===== config.mk =====
export PLATFORM = sky130hd
export DESIGN_NAME = erm_front
export DESIGN_NICKNAME = d
export VERILOG_FILES = /design/src/rtl/erm_pkg.sv /design/src/rtl/erm_front.sv
export SDC_FILE = /design/constraint.sdc
export NUM_CORES = 1
export LEC_CHECK = 0
export ABC_AREA = 0
export BUFFER_PORTS_ARGS = -buffer_cell sky130_fd_sc_hd__buf_4
export CORE_UTILIZATION = 48
export DETAILED_ROUTE_END_ITERATION = 7
export PLACE_DENSITY = 0.76
export SYNTH_ARGS = -nofsm -noshare
export SYNTH_HDL_FRONTEND = slang
export SYNTH_SLANG_ARGS = --single-unit

===== constraint.sdc =====
create_clock -name aclk -period 4.95 [get_ports aclk]
set_input_delay 0.2475 -clock aclk [delete_from_list [all_inputs] [get_ports aclk]]
set_output_delay 0.2475 -clock aclk [all_outputs]
set_load 0.01 [all_outputs]

===== src/rtl/erm_pkg.sv =====
`timescale 1ns / 1ps
// ----------------------------------------------------------------------------
// erm_pkg
// Shared types, constants and helpers of the extended Reinhard tone mapper.
// ----------------------------------------------------------------------------
package erm_pkg;

    localparam int CHAN_W    = 32;
    localparam int CLIP_W    = 31;
    localparam int WEIGHT_W  = 17;
    localparam int LUM_W     = 32;
    localparam int CODE_W    = 8;
    localparam int CFG_IDX_W = 2;

    localparam int QUEUE_DEPTH_DEF = 2;

    localparam int DIV_REM_W = 64;
    localparam int DIV_QUO_W = 65;
    localparam int DIV_CNT_W = 7;

    localparam logic [CFG_IDX_W-1:0] REG_WEIGHT_RED   = 2'd0;
    localparam logic [CFG_IDX_W-1:0] REG_WEIGHT_GREEN = 2'd1;
    localparam logic [CFG_IDX_W-1:0] REG_WEIGHT_BLUE  = 2'd2;

    localparam logic [WEIGHT_W-1:0] WEIGHT_RED_RST   = 17'd13933;
    localparam logic [WEIGHT_W-1:0] WEIGHT_GREEN_RST = 17'd46871;
    localparam logic [WEIGHT_W-1:0] WEIGHT_BLUE_RST  = 17'd4732;

    localparam logic [15:0]       GAMMA_SCALE = 16'd65025;
    localparam logic [CODE_W-1:0] CODE_MAX    = 8'd255;
    localparam logic [32:0]       ONE_Q16     = 33'd65536;

    typedef struct packed {
        logic              action;
        logic              frame_start;
        logic [CLIP_W-1:0] red;
        logic [CLIP_W-1:0] green;
        logic [CLIP_W-1:0] blue;
    } item_t;

    typedef struct packed {
        logic                 valid;
        logic                 full;
    } queue_stat_t;

    typedef struct packed {
        logic                 start;
        logic [DIV_CNT_W-1:0] iters;
        logic [DIV_REM_W-1:0] rem_init;
        logic [DIV_QUO_W-1:0] quo_init;
        logic [DIV_REM_W-1:0] divisor;
    } div_req_t;

    typedef struct packed {
        logic busy;
        logic done;
    } div_stat_t;

    typedef struct packed {
        logic idle;
        logic div_wait;
    } back_stat_t;

    function automatic logic [CLIP_W-1:0] clip_channel(input logic [CHAN_W-1:0] raw);
        return raw[CHAN_W-1] ? '0 : raw[CLIP_W-1:0];
    endfunction

endpackage


===== src/rtl/erm_front.sv =====
`timescale 1ns / 1ps
// ----------------------------------------------------------------------------
// erm_front
// Input side: takes beats, clips negative radiance and queues the items.
// ----------------------------------------------------------------------------
module erm_front #(
    parameter int QUEUE_DEPTH = erm_pkg::QUEUE_DEPTH_DEF
) (
    input  logic                              aclk,
    input  logic                              aresetn,
    input  logic                              s_valid,
    output logic                              s_ready,
    input  logic                              s_action,
    input  logic                              s_frame_start,
    input  logic signed [erm_pkg::CHAN_W-1:0] s_in_red,
    input  logic signed [erm_pkg::CHAN_W-1:0] s_in_green,
    input  logic signed [erm_pkg::CHAN_W-1:0] s_in_blue,
    input  logic                              q_pop,
    output erm_pkg::item_t                    q_item,
    output erm_pkg::queue_stat_t              q_stat
);
    import erm_pkg::*;

    localparam int PTR_W = (QUEUE_DEPTH > 1) ? $clog2(QUEUE_DEPTH) : 1;
    localparam int CNT_W = $clog2(QUEUE_DEPTH + 1);

    item_t             mem_reg [QUEUE_DEPTH];
    logic [PTR_W-1:0]  wr_ptr_reg, wr_ptr_next;
    logic [PTR_W-1:0]  rd_ptr_reg, rd_ptr_next;
    logic [CNT_W-1:0]  count_reg, count_next;
    logic              push, pop;
    item_t             in_item;

    assign s_ready = (count_reg != CNT_W'(QUEUE_DEPTH));
    assign push    = s_valid && s_ready;
    assign pop     = q_pop && (count_reg != '0);

    assign in_item.action      = s_action;
    assign in_item.frame_start = s_frame_start;
    assign in_item.red         = clip_channel(s_in_red);
    assign in_item.green       = clip_channel(s_in_green);
    assign in_item.blue        = clip_channel(s_in_blue);

    assign q_item       = mem_reg[rd_ptr_reg];
    assign q_stat.valid = (count_reg != '0);
    assign q_stat.full  = !s_ready;

    always_comb begin
        wr_ptr_next = wr_ptr_reg;
        rd_ptr_next = rd_ptr_reg;
        count_next  = count_reg;
        if (push) begin
            wr_ptr_next = (wr_ptr_reg == PTR_W'(QUEUE_DEPTH - 1)) ? '0 : wr_ptr_reg + 1'b1;
        end
        if (pop) begin
            rd_ptr_next = (rd_ptr_reg == PTR_W'(QUEUE_DEPTH - 1)) ? '0 : rd_ptr_reg + 1'b1;
        end
        if (push && !pop) begin
            count_next = count_reg + 1'b1;
        end else if (pop && !push) begin
            count_next = count_reg - 1'b1;
        end
    end

    always_ff @(posedge aclk) begin
        if (!aresetn) begin
            wr_ptr_reg <= '0;
            rd_ptr_reg <= '0;
            count_reg  <= '0;
        end else begin
            wr_ptr_reg <= wr_ptr_next;
            rd_ptr_reg <= rd_ptr_next;
            count_reg  <= count_next;
        end
    end

    always_ff @(posedge aclk) begin
        if (push) begin
            mem_reg[wr_ptr_reg] <= in_item;
        end
    end

endmodule


== After elaboration in Yosys (flattened, before gate mapping) ==
Memory sizes are Yosys's and may differ from the RTL's. A register that Yosys moved wholly into a read port is not among the register bits.
Index checks and enable logic that the tools add are counted.
W data, S select, Z words.
Word-level totals
  output and inout port bits: 98
  memories: 1
  logic and storage cells: 29
  register bits after elaboration: 4
  RAM bits: 190
  bits in latches: 0
  memory bits (read-only): 0
Memories
  mem_reg: depth 2, bits a word 95, rd ports 1, clocked after memory_dff 1, wr ports 1, RTL line erm_front.sv:27  | item_t mem_reg [QUEUE_DEPTH];
Cells by class
  multiply operators: 0
  bitwise logic cells: 0
  $lt $le $gt $ge: 0
  reduce and logical (&&, ||, !) cells: 9
  divide/modulo/power cells: 0
  $add $sub $neg: 4
  shift-type cells: 0
  equal/unequal tests: 1
  multiplexer cells: 11
Operators with widths (count)
  $mux W31: 3
  $mux W1: 6
  $logic_and A1 B1 Y1: 4
  $mux W2: 2
  $reduce_bool A2 Y1: 2
  $logic_not A1 Y1: 3
  $add A1 B1 Y1 const B: 2
  $add A2 B1 Y2 const B: 1
  $ne A2 B2 Y1 const B: 1
  $sub A2 B1 Y2 const B: 1

== Logic depth before layout (Yosys ltp) ==
  depth in word-level cells: 6
  gate-level depth with buffers: 7

== Worst setup path before layout ==
OpenSTA, ideal clock, no wires.
  path kind: register to register
  start: reg count_reg[0]
  end: mem mem_reg[0][0] in the netlist's numbering (enable)
  required time: 4.417 ns
  setup slack: 0.129 ns
  cell stages (with the launch flop): 4
  data arrival time: 4.288 ns
  path buffers: 0
  cells stage by stage: dfxtp_1 -> nand2b_2 -> inv_2 -> nor3_2
Between the ends
  longest elaborated chain between the ends: 4
RTL lines
  from (decl): RTL line erm_front.sv:30  | logic [CNT_W-1:0] count_reg, count_next;
  from (signal assigned): RTL line erm_front.sv:73  | count_reg <= count_next;
  $ne A2 B2 Y1: RTL line erm_front.sv:34  | assign s_ready = (count_reg != CNT_W'(QUEUE_DEPTH));
  named net s_ready: RTL line erm_front.sv:12  | output logic s_ready,
  $logic_and A1 B1 Y1: RTL line erm_front.sv:35  | assign push = s_valid && s_ready;
  $mux W1: RTL line erm_front.sv:78  | if (push) begin
  $mux W1 (not written as such): RTL line erm_front.sv:79  | mem_reg[wr_ptr_reg] <= in_item;
  to (decl): RTL line erm_front.sv:27
The timed path passes the listed nets, and every way through them passes these cells.

==> results <==
- The run finished with clean final reports.
- The area share of the leading cell type in the synthesized netlist is 72.1%.
- Each instance of the synthesized netlist takes up on average between 15 and 20 sq um.
- The number of standard-cell rows in the floorplan is 46.
- Yosys mapped a number of flops with a built-in enable equal to 190.
- Once layout is complete, the utilization of the core stands at around 64%.
- Net switching is 26.9% of the power.
- The combinational power share is 29.7%.
- The repair_antennas step left the layout with diodes totalling 0.
- The total detailed-routing wirelength is about 15000 microns.
- The initial utilization of the core area, before any placement, comes to around half.
- The max-slew violation total from the final report was 0.
- The clock slew at the register clock pins of the worst setup and hold paths is about 0.070 ns.
- The final HPWL from detailed placement is 9530 microns.
- The number of nets in the layout is 731.
- The total iterations of the first detailed-routing run is 4.
- Port buffering added 199 buffers.
- The placer's final routability congestion estimate is between 0.7 and 0.8.
- Setup repair after global routing left no endpoint under its margin.
- IR analysis of the VDD net gives a maximum drop of 412 uV.
- The violation count after the first detailed-route iteration is 195.
- The type of the worst min-delay path is in -> reg.
- CTS placed an instance of clkbuf_16 at the clock tree root.
- The number of failing hold endpoints at the final stage is 0.
- The number of DRC violations after detailed routing is 0.
- The sum of negative setup slack is 0 ns.
- The die is 130 microns tall.
- For this run, the number of Yosys warnings is 0.
- In the synthesized netlist the async set-or-reset flop fraction comes to 0%.
- After detailed routing, the number of vias per cell comes to approximately 4.9.
- For this design the ratio of total power to cell area is approximately 480 mW/mm^2.
- The part of the total power dissipated in the clock network is roughly a quarter.
- In the synthesized netlist the dominant register cell turns out to be edfxtp_1.
- The number of setup buffers added after CTS is 0.
- The residual antenna-violating net count after detailed routing is 0.
- Global routing consumed, over all layers together, 17.4% of the routing resources.
- For this run, the slowest stage of the critical path takes 0.62 ns.
- The nature of the critical path endpoint is an output port.
- The net count of the mapped netlist is roughly 530.
- In this run the number of H-tree levels came out at 4.
- The required time at the endpoint of the critical path is roughly 4.7 ns.
- The aggregate global routing overflow is 0.
- The cell type contributing the most total cell area after synthesis is edfxtp_1.
- The initial antenna violation count came to 0.
- At the later pin of the worst-skew pair, clock insertion delay measures 0.42 ns.
- For the pin with the worst max-slew slack, the measured transition is 0.855 ns.
- The fill cell instance count of the final layout is between 1k and 1.5k.
- The total standard cell area after synthesis is roughly 0.0079 sq mm.
- The number of vias in the routed layout is 4214.
- The worst path uses around half of the clock period.
- The tightest slew margin relative to the limit is 43.0%.
- The relative area change from synthesis to final layout is 28.5%.
- The share of layout cells above drive strength 1 is 51.8%.
- The kind of start point of the critical path is a flip-flop.
- The number of buffers between clock root and the deepest sink is 2.
- Clock tree synthesis inserted a total of 17 buffers.
- For this design, the slowest cell found on the critical path is buf_4.
- The multi-input gate area in the final layout is 0.00198 sq mm.
- The area taken by flip-flops and latches is slightly below 0.006 sq mm.
- The critical path is of the reg -> out type.
- Entering global routing, the biggest net connects 62 pins.
- TritonCTS built the clock tree.
- At the worst endpoint, the arrival time is roughly 2.2 ns.
- The analysis attributes to cell leakage a power of just under 4 nW.
- Internal power comes to 3.57 mW.
- In this run, synthesis produced a sequential element count of slightly below 200.
- On the final layout, the worst clock skew is between 0.008 and 0.009 ns.
- The setup-violating endpoint count in the final report is 0.
- Synthesis produced approximately 420 cells.
- The count of pins on the block boundary is 200.
- The detailed-route wire length per cell is 17.2 microns.
- Max-cap violations in this run came to 0.
- The number of global-route vias before repair is about 4.3k.
- The most used cell along the critical path is buf_4.
- Timing would allow up to approximately 410 MHz.
- Registers are responsible for between 40 and 50% of the overall power.
- The TritonCTS sink count is a little under 200.
- The die outline width is 130 microns.
- Of the synthesized area, sequential elements account for 73.4%.
- After synthesis, the netlist uses 26 different library cells.
- The net load switching power is between 1 and 1.5 mW.
- The overall die area is 0.0170 sq mm.
- By area the synthesized netlist is led by edfxtp_1 (72%), mux2_4 (9.5%), nor2b_1 (7.4%).
- Walking the worst path, the cells encountered are buf_4 > mux2_2 > buf_4.
- The largest fanout of any net on the critical path is 38.
- The time the worst path needs with I/O delays and setup is about 2.4 ns.
- After floorplanning, the core was sized to cover ~0.016 sq mm.
- The register with the most flip-flops in the layout has 190 of them.
- The global-route wire length before repair is ~22000 microns.
-- power groups by stage --
stage | Clock, mW | Combinational, mW | Sequential (mW)
after floorplan | 0 | 0.892 | 2.19
after global placement | 0 | 1.44 | 2.19
after detailed placement | 0 | 1.47 | 2.21
after CTS | 1.29 | 1.47 | 2.18
after global routing | 1.35 | 1.54 | 2.19
final | 1.26 | 1.45 | 2.17
-- metrics by stage --
| stage | instances | hold WS [ns] | cell area [sq um] | total power [mW] | setup slack, ns |
|---|---|---|---|---|---|
| after floorplan | 423 | 0.346 | 7910 | 3.08 | 0.129 |
| after global placement | 823 | 0.435 | 9600 | 3.63 | 2.65 |
| after detailed placement | 823 | 0.436 | 9600 | 3.68 | 2.58 |
| after CTS | 857 | 0.0334 | 10200 | 4.94 | 2.49 |
| after global routing | 857 | 0.0359 | 10200 | 5.09 | 2.45 |
| final | 857 | 0.0536 | 10200 | 4.88 | 2.53 |
-- synthesized netlist by cell type (2+ instances only) --
| cell type | n |
|---|---|
| buf_6 | 6 |
| mux2_4 | 50 |
| clkbuf_1 | 9 |
| nor2b_1 | 93 |
| buf_2 | 4 |
| edfxtp_1 | 190 |
| xnor2_1 | 2 |
| and2_1 | 3 |
| dfxtp_1 | 5 |
| mux2_2 | 45 |
-- area by class of cell --
| type | instances | area share (%) |
|---|---|---|
| well taps | 216 | 2.66 |
| flip-flops and latches | 195 | 57.1 |
| multi-input cells | 206 | 19.5 |
| repair buffers | 206 | 15.3 |
| clock buffers | 18 | 4.22 |
| inverters | 2 | 0.0738 |
| clock inverters | 14 | 1.14 |
-- metal layers --
| layer | routed length (microns) | GRT usage [%] |
|---|---|---|
| met2 | 7500 | 29.5 |
| met1 | 5960 | 20.8 |
| met3 | 1070 | 5.54 |
| met4 | 199 | 6.69 |
| met5 | 0 | 0 |
-- worst paths after layout --
check / slack, ns / to / from / depth (start not counted)
worst min-delay path: 0.05 / wr_ptr_reg / aresetn / 2
worst min register to register: 0.57 / count_reg[1] / count_reg[1] / 2
worst max register to register: 2.59 / mem_reg[1][11] / count_reg[0] / 3
worst max-delay path: 2.53 / q_item[79] / flip-flop / 3
-- critical path, delay by kind of cell (launching register included) --
kind	cells	cell delay, ns
muxes	1	0.45
buffers and inverters	2	0.77
DFF	1	0.52
-- logic make-up (layout without fill, tap and decap cells) --
group                      after synthesis  count (layout)  synth area share, %
DFF                                    195             195                 73.4
and+or+nand+nor                        102             102                 8.11
buffers and inverters                   22             240                 1.69
muxes                                   95              95                 15.9
xor gates and xnor gates                 3               3                0.332
AOI/OAI and AO/OA                        5               5                0.411
adders and majority gates                1               1                0.158
-- repair_timing --
item / CTS / global route
gates resized for setup: 0 / 0
hold buffers: 2 / 0
endpoints found under the hold margin: 4 / 0
-- layout by cell type (no fill, tap or decap), types with 2 or more instances in the layout --
cell type,count
buf_4,204
edfxtp_1,190
nor2b_1,93
mux2_4,50
mux2_2,45
clkbuf_16,17
clkinv_4,5
clkinv_1,4
dfxtp_1,4
and2_1,3
clkinvlp_4,3
xnor2_1,2
dlygate4sd3_1,2
(Power assumes the default switching activity.)
