<file path="src/rtl/erm_pkg.sv">
`timescale 1ns / 1ps
// ----------------------------------------------------------------------------
// erm_pkg
// Shared types, constants and helpers of the extended Reinhard tone mapper.
// ----------------------------------------------------------------------------
package erm_pkg;

    localparam int CHAN_W    = 32;
    localparam int CLIP_W    = 31;
    localparam int WEIGHT_W  = 17;
    localparam int LUM_W     = 32;
    localparam int CODE_W    = 8;
    localparam int CFG_IDX_W = 2;

    localparam int QUEUE_DEPTH_DEF = 2;

    localparam int DIV_REM_W = 64;
    localparam int DIV_QUO_W = 65;
    localparam int DIV_CNT_W = 7;

    localparam logic [CFG_IDX_W-1:0] REG_WEIGHT_RED   = 2'd0;
    localparam logic [CFG_IDX_W-1:0] REG_WEIGHT_GREEN = 2'd1;
    localparam logic [CFG_IDX_W-1:0] REG_WEIGHT_BLUE  = 2'd2;

    localparam logic [WEIGHT_W-1:0] WEIGHT_RED_RST   = 17'd13933;
    localparam logic [WEIGHT_W-1:0] WEIGHT_GREEN_RST = 17'd46871;
    localparam logic [WEIGHT_W-1:0] WEIGHT_BLUE_RST  = 17'd4732;

    localparam logic [15:0]       GAMMA_SCALE = 16'd65025;
    localparam logic [CODE_W-1:0] CODE_MAX    = 8'd255;
    localparam logic [32:0]       ONE_Q16     = 33'd65536;

    typedef struct packed {
        logic              action;
        logic              frame_start;
        logic [CLIP_W-1:0] red;
        logic [CLIP_W-1:0] green;
        logic [CLIP_W-1:0] blue;
    } item_t;

    typedef struct packed {
        logic                 valid;
        logic                 full;
    } queue_stat_t;

    typedef struct packed {
        logic                 start;
        logic [DIV_CNT_W-1:0] iters;
        logic [DIV_REM_W-1:0] rem_init;
        logic [DIV_QUO_W-1:0] quo_init;
        logic [DIV_REM_W-1:0] divisor;
    } div_req_t;

    typedef struct packed {
        logic busy;
        logic done;
    } div_stat_t;

    typedef struct packed {
        logic idle;
        logic div_wait;
    } back_stat_t;

    function automatic logic [CLIP_W-1:0] clip_channel(input logic [CHAN_W-1:0] raw);
        return raw[CHAN_W-1] ? '0 : raw[CLIP_W-1:0];
    endfunction

endpackage

</file>
<file path="src/rtl/erm_div.sv">
`timescale 1ns / 1ps
// ----------------------------------------------------------------------------
// erm_div
// Shared restoring divider, one quotient bit per cycle.
// ----------------------------------------------------------------------------
module erm_div (
    input  logic                              aclk,
    input  logic                              aresetn,
    input  erm_pkg::div_req_t                 req,
    output erm_pkg::div_stat_t                stat,
    output logic [erm_pkg::DIV_QUO_W-1:0]     quotient
);
    import erm_pkg::*;

    logic                 busy_reg, busy_next;
    logic                 done_reg, done_next;
    logic [DIV_CNT_W-1:0] cnt_reg, cnt_next;
    logic [DIV_REM_W-1:0] rem_reg, rem_next;
    logic [DIV_QUO_W-1:0] quo_reg, quo_next;
    logic [DIV_REM_W-1:0] div_reg, div_next;
    logic [DIV_REM_W:0]   rem_shift, rem_diff;
    logic                 ge;

    assign rem_shift = {rem_reg, quo_reg[DIV_QUO_W-1]};
    assign rem_diff  = rem_shift - {1'b0, div_reg};
    assign ge        = (rem_shift >= {1'b0, div_reg});

    always_comb begin
        busy_next = busy_reg;
        done_next = 1'b0;
        cnt_next  = cnt_reg;
        rem_next  = rem_reg;
        quo_next  = quo_reg;
        div_next  = div_reg;
        if (req.start) begin
            busy_next = 1'b1;
            cnt_next  = req.iters;
            rem_next  = req.rem_init;
            quo_next  = req.quo_init;
            div_next  = req.divisor;
        end else if (busy_reg) begin
            rem_next = ge ? rem_diff[DIV_REM_W-1:0] : rem_shift[DIV_REM_W-1:0];
            quo_next = {quo_reg[DIV_QUO_W-2:0], ge};
            cnt_next = cnt_reg - 1'b1;
            if (cnt_reg == DIV_CNT_W'(1)) begin
                busy_next = 1'b0;
                done_next = 1'b1;
            end
        end
    end

    always_ff @(posedge aclk) begin
        if (!aresetn) begin
            busy_reg <= 1'b0;
            done_reg <= 1'b0;
            cnt_reg  <= '0;
        end else begin
            busy_reg <= busy_next;
            done_reg <= done_next;
            cnt_reg  <= cnt_next;
        end
    end

    always_ff @(posedge aclk) begin
        rem_reg <= rem_next;
        quo_reg <= quo_next;
        div_reg <= div_next;
    end

    assign stat.busy = busy_reg;
    assign stat.done = done_reg;
    assign quotient  = quo_reg;

endmodule

</file>
<file path="config.mk">
export PLATFORM = sky130hd
export DESIGN_NAME = erm_div
export DESIGN_NICKNAME = d
export VERILOG_FILES = /design/src/rtl/erm_pkg.sv /design/src/rtl/erm_div.sv
export SDC_FILE = /design/constraint.sdc
export NUM_CORES = 1
export LEC_CHECK = 0
export ABC_AREA = 1
export BUFFER_PORTS_ARGS = -buffer_cell sky130_fd_sc_hd__buf_2
export CORE_MARGIN = 10
export CORE_UTILIZATION = 25
export DETAILED_ROUTE_END_ITERATION = 7
export GPL_TIMING_DRIVEN = 0
export PLACE_DENSITY = 0.43
export SYNTH_ARGS = -nofsm -noshare
export SYNTH_HDL_FRONTEND = slang
export SYNTH_SLANG_ARGS = --single-unit
</file>
<file path="constraint.sdc">
create_clock -name aclk -period 3.85 [get_ports aclk]
set_clock_uncertainty 0.1 [all_clocks]
set_input_delay 0.1925 -clock aclk [delete_from_list [all_inputs] [get_ports aclk]]
set_output_delay 0.1925 -clock aclk [all_outputs]
set_load 0.005 [all_outputs]
</file>
* After elaboration in Yosys (flattened, before gate mapping) *
Cells that the tools add are included.

cells by class
  add/sub/neg operators = 2
  $mul = 0
  divide/modulo/power cells = 0
  order comparisons = 1
  equality and inequality tests = 1
  shift operators = 0
  muxes and demuxes = 11
  bitwise logic cells = 2
  reductions and logical operators = 2

operator list
  cell                                               number
  two-way mux 64 bit                                 3
  two-way mux 65 bit                                 2
  greater-or-equal comparator 65 x 64 -> 1 bit       1
  subtractor 64 bit                                  1
  two-way mux 7 bit                                  2
  == test 7 x 1 -> 1 bit (second input constant)     1
  subtractor 7 x 1 -> 7 bit (second input constant)  1
  two-way mux 1 bit                                  4
  OR reduction 3 bit                                 1
  inverter 1 bit                                     2
  nonzero test 2 bit                                 1

storage, ports and cells
  register bits after elaboration = 202
  bits in latches = 0
  memory bits (writable) = 0
  memory bits (read-only) = 0
  input bits = 203
  output and inout bits = 67
  logic and storage cells = 25
  memories = 0

* Depth between registers and ports, before layout *
  word-level depth = 4
  gate-level depth with buffers = 19

* Worst setup path after synthesis *
No wires, ideal clock.

  path type = register to register
  start = register busy_reg
  end = register cnt_reg[0]
  library setup time = 0.113 ns
  arrival = 3.383 ns
  data required time = 3.637 ns
  path slack = 0.253 ns
  cell stages (with the launch flop) = 6
  buffers on the path = 0
  cells stage by stage = dfxtp_1 > nor2_1 > inv_1 > o21ai_0 > nand2_1 > inv_1

on the way
  word-level cells in the longest chain between the ends = 1

ends and longest elaborated chain
  element                       line           source
  start: declaration            erm_div.sv:15  logic busy_reg, busy_next;
  start signal: assignment      erm_div.sv:58  busy_reg <= busy_next;
  nonzero test 2 bit (no line)  -
  end signal: assignment        erm_div.sv:60  cnt_reg <= cnt_next;
  end: declaration              erm_div.sv:17  logic [DIV_CNT_W-1:0] cnt_reg, cnt_next;

No other way between the ends.
A chain may end at the register's enable or synchronous reset.

* Worst setup path after layout *
  start = register quo_reg[64] (netlist: quotient[64])
  end = register rem_reg[56] (data pin)

on the way
  word-level cells in the longest chain between the ends = 4
  elaborated cells between the ends (all ways) = 5
  those cells by class = add/sub (1); order compare (1); mux (3)

ends and longest elaborated chain
  element                                                                            line                          source
  start: declaration                                                                 erm_div.sv:19                 logic [DIV_QUO_W-1:0] quo_reg, quo_next;
  start signal: assignment                                                           erm_div.sv:66                 quo_reg <= quo_next;
  subtractor 64 bit or greater-or-equal comparator 65 x 64 -> 1 bit (tied branches)  erm_div.sv:25, erm_div.sv:26
  two-way mux 64 bit (*)                                                             erm_div.sv:42                 rem_next = ge ? rem_diff[DIV_REM_W-1:0] : rem_shift[DIV_REM_W-1:0];
  two-way mux 64 bit (*)                                                             erm_div.sv:41                 end else if (busy_reg) begin
  two-way mux 64 bit (*)                                                             erm_div.sv:35                 if (req.start) begin
  net rem_next[56]                                                                   erm_div.sv:18                 logic [DIV_REM_W-1:0] rem_reg, rem_next;
  end signal: assignment                                                             erm_div.sv:65                 rem_reg <= rem_next;
  end: declaration                                                                   erm_div.sv:18

The timed path passes the listed nets; every way through them passes the cells marked *. The select of a mux whose other input is x is not followed.

==> impl_metrics.env <==
export IMPL_status="completed"
export IMPL_totalWireLength_mm=61.17
export IMPL_post_route_util_pct=33.94
export IMPL_crit_path_cell_trace="inv_1, ha_1, inv_1, fa_1, nand2_1, nand3_1, nand3_1, nand2_1, nand2_1, nand3_1, nand2_1, nand3_1, nand2_1, nand3_2, nand3_1, nand2_1"
export IMPL_cpMaxStageDelayCell="fa_1"
export IMPL_cts_tree="yes"
export IMPL_worst_pin_slew_ns=1.311
export IMPL_critPathRequiredTime_ns=4.10
export IMPL_wire_per_inst_um=17.53
export IMPL_clockBufferDepth=3
export IMPL_synth_cell_types=41
export IMPL_drc=0
export IMPL_leakage_uw=0.01065
export IMPL_clk_pin_slew_worst_paths_ns=0.06
export IMPL_grt_met1_usage_pct=21.52
export IMPL_critPathLaunchType="register"
export IMPL_h_tree_depth=1
export IMPL_top_level_ports=270
export IMPL_synth_async_reset_ratio_pct=0
export IMPL_placement_rows=90
export IMPL_syn_inst=2183
export IMPL_ant_nets=0
export IMPL_clock_latency_ns=0.59
export IMPL_grt_pass1_vias=15730
export IMPL_fin_crit_ns=3.206
export IMPL_top_usage_layer="met2"
export IMPL_hold_class="input port to register"
export IMPL_finalHoldViolations=0
export IMPL_cellPowerDensity_nw_per_um2=497.2
export IMPL_firstDrtPassIters=5
export IMPL_whs_ns=0.2081
export IMPL_drive_above_1_share_pct=15.48
export IMPL_fin_tns_setup_ns=0
export IMPL_grt_max_degree=89
export IMPL_final_fill_count=6500
export IMPL_post_cts_buffers=0
export IMPL_synth_area_leader_cell="edfxtp_1"
export IMPL_syn_area_um2=15180
export IMPL_seq_area_um2=5976
export IMPL_cts_sinks=202
export IMPL_gr_usage_met2_pct=28.37
export IMPL_rsz0062_at_grt="no"
export IMPL_avgSynthCellArea_um2=6.955
export IMPL_port_buffers=269
export IMPL_ys_flop_type="edfxtp_1"
export IMPL_ys_warn_count=0
export IMPL_cp_end_kind="register"
export IMPL_die_w_um=266.4
export IMPL_grt_util_all_layers_pct=17.00
export IMPL_num_vias=14960
export IMPL_syn_to_final_growth_pct=34.68
export IMPL_synthTopCellsByArea="edfxtp_1 (38%), nand2_1 (24%), inv_1 (9.7%), ha_1 (5.4%), nand3_1 (4.4%)"
export IMPL_stdcell_area_um2=20450
export IMPL_finalSetupViolations=0
export IMPL_grt_remaining_overflow=0
export IMPL_syn_nets=2453
export IMPL_die_area_um2=70990
export IMPL_fin_crit_sh_pct=83.28
export IMPL_ys_ff_latch=202
export IMPL_start_util_pct=25.20
export IMPL_fin_nets=2955
export IMPL_numCtsBuffers=27
export IMPL_multi_input_area_um2=7350
export IMPL_gp_congestion=0.9068
export IMPL_drv_cap=0
export IMPL_grt_pass1_wl_mm=93.32
export IMPL_synth_seq_area_share_pct=39.36
export IMPL_cpLargestDelayFamily="simple AND/OR/NAND/NOR gates"
export IMPL_cpPeakStageDelay_ns=0.46
export IMPL_crit_buf_inv=2
export IMPL_crit_path_frequent_cell="nand2_1"
export IMPL_clock_fmax_ghz=0.3119
export IMPL_place_hpwl_mm=49.55
export IMPL_cts_root_buffer="clkbuf_16"
export IMPL_via_per_inst=4.285
export IMPL_worstSetupPathType="register to register"
export IMPL_netlist_area_leader_share_pct=38.17
export IMPL_crit_arrival_ns=3.45
export IMPL_die_y_um=266.4
export IMPL_met3_usage_pct=4.279
export IMPL_max_slew_margin_pct=12.58
export IMPL_drtIter0Drc=808
export IMPL_drv_slew=0
export IMPL_critPathMaxFanout=4
export IMPL_peakVddDrop_mv=0.3546
export IMPL_largest_reg_flops=65
export IMPL_place_area_um2=17560
export IMPL_antenna_found_initial=6
export IMPL_synth_edf_count=193
export IMPL_core_area_um2=60250
-- logic make-up (layout without fill, tap and decap cells) --
group           count (synthesis)  after routing  share of synthesized area [%]
buf+inv                       453            976                          12.24
compound gates                 76             76                          2.744
other cells                     0              2                              0
xor+xnor                       33             33                          1.904
fa+ha+maj                      67             67                          5.571
flops                         202            202                          39.36
simple gates                 1352           1352                          38.19
-- synthesized netlist by cell type (3+ instances only) --
| library cell | instances |
|---|---|
| a21oi_1 | 49 |
| a31oi_1 | 4 |
| and2_1 | 4 |
| buf_1 | 3 |
| buf_12 | 3 |
| buf_2 | 15 |
| buf_4 | 5 |
| buf_6 | 6 |
| clkbuf_1 | 14 |
| clkinv_1 | 3 |
| dfxtp_1 | 9 |
| dlygate4sd1_1 | 3 |
| edfxtp_1 | 193 |
| ha_1 | 66 |
| inv_1 | 391 |
| inv_2 | 9 |
| nand2_1 | 962 |
| nand2_2 | 21 |
| nand2_4 | 3 |
| nand3_1 | 133 |
| nand3_2 | 22 |
| nand3b_1 | 58 |
| nand4_1 | 8 |
| nor2_1 | 109 |
| nor2_2 | 17 |
| nor2_4 | 3 |
| nor3_1 | 7 |
| nor4_1 | 3 |
| o21ai_0 | 11 |
| o21bai_1 | 7 |
| xnor2_1 | 30 |
| xor2_1 | 3 |
-- layout by cell type, fill, tap and decap left out, types with 6 or more instances in the layout --
cell type,count
a21oi_1,49
buf_2,283
buf_4,6
buf_6,6
clkbuf_1,21
clkbuf_16,27
clkinv_1,7
dfxtp_1,9
dlygate4sd3_1,202
edfxtp_1,193
ha_1,66
inv_1,390
inv_2,9
nand2_1,962
nand2_2,21
nand3_1,133
nand3_2,22
nand3b_1,58
nand4_1,8
nor2_1,109
nor2_2,17
nor3_1,7
o21ai_0,11
o21bai_1,7
xnor2_1,30
-- through the flow --
stage / instances / setup slack, ns / power, µW
after floorplan: 2183 / 0.2532 / 6068
after global placement: 3234 / -2.926 / 7592
after detailed placement: 3236 / 0.5540 / 7578
after CTS: 3488 / 0.6469 / 10340
after global routing: 3490 / 0.4868 / 11020
final: 3490 / 0.6437 / 10170
-- per-layer routing --
layer / wire length, µm / part of all wire [%]
met1: 27310 / 45
met2: 27960 / 46
met3: 4261 / 7.0
met4: 1619 / 2.6
met5: 25 / 0.041
-- power breakdown --
| group | switching (µW) | internal (µW) |
|---|---|---|
| Clock | 1070 | 1440 |
| Combinational | 2990 | 1680 |
| Sequential | 167 | 2830 |
| Total | 4230 | 5940 |
-- what timing repair did --
action | CTS | global route
hold endpoints to repair | 210 | 0
hold buffers | 202 | 0
resized for setup | 0 | 0
-- area by class of cell --
type                       instances  share of cell area [%]
antenna                            2                 0.02448
buffer                            50                   1.689
clock buffer                      38                   3.702
clock inverter                    12                  0.4956
inverter                         403                   7.422
multi-input combinational       1528                   35.94
sequential                       202                   29.22
tap                              782                   4.785
timing repair buffer             473                   16.72
-- path summary, 6_finish.rpt --
path / startpoint / to / slack [ns] / cells after the start
min reg2reg: cnt_reg[6] / cnt_reg[6] / 0.40 / 2
min: req[47] / div_reg[47] / 0.21 / 2
max reg2reg: quotient[64] / rem_reg[56] / 0.64 / 16
max: quotient[64] / rem_reg[56] / 0.64 / 16
Power figures use the tool's default switching activity.
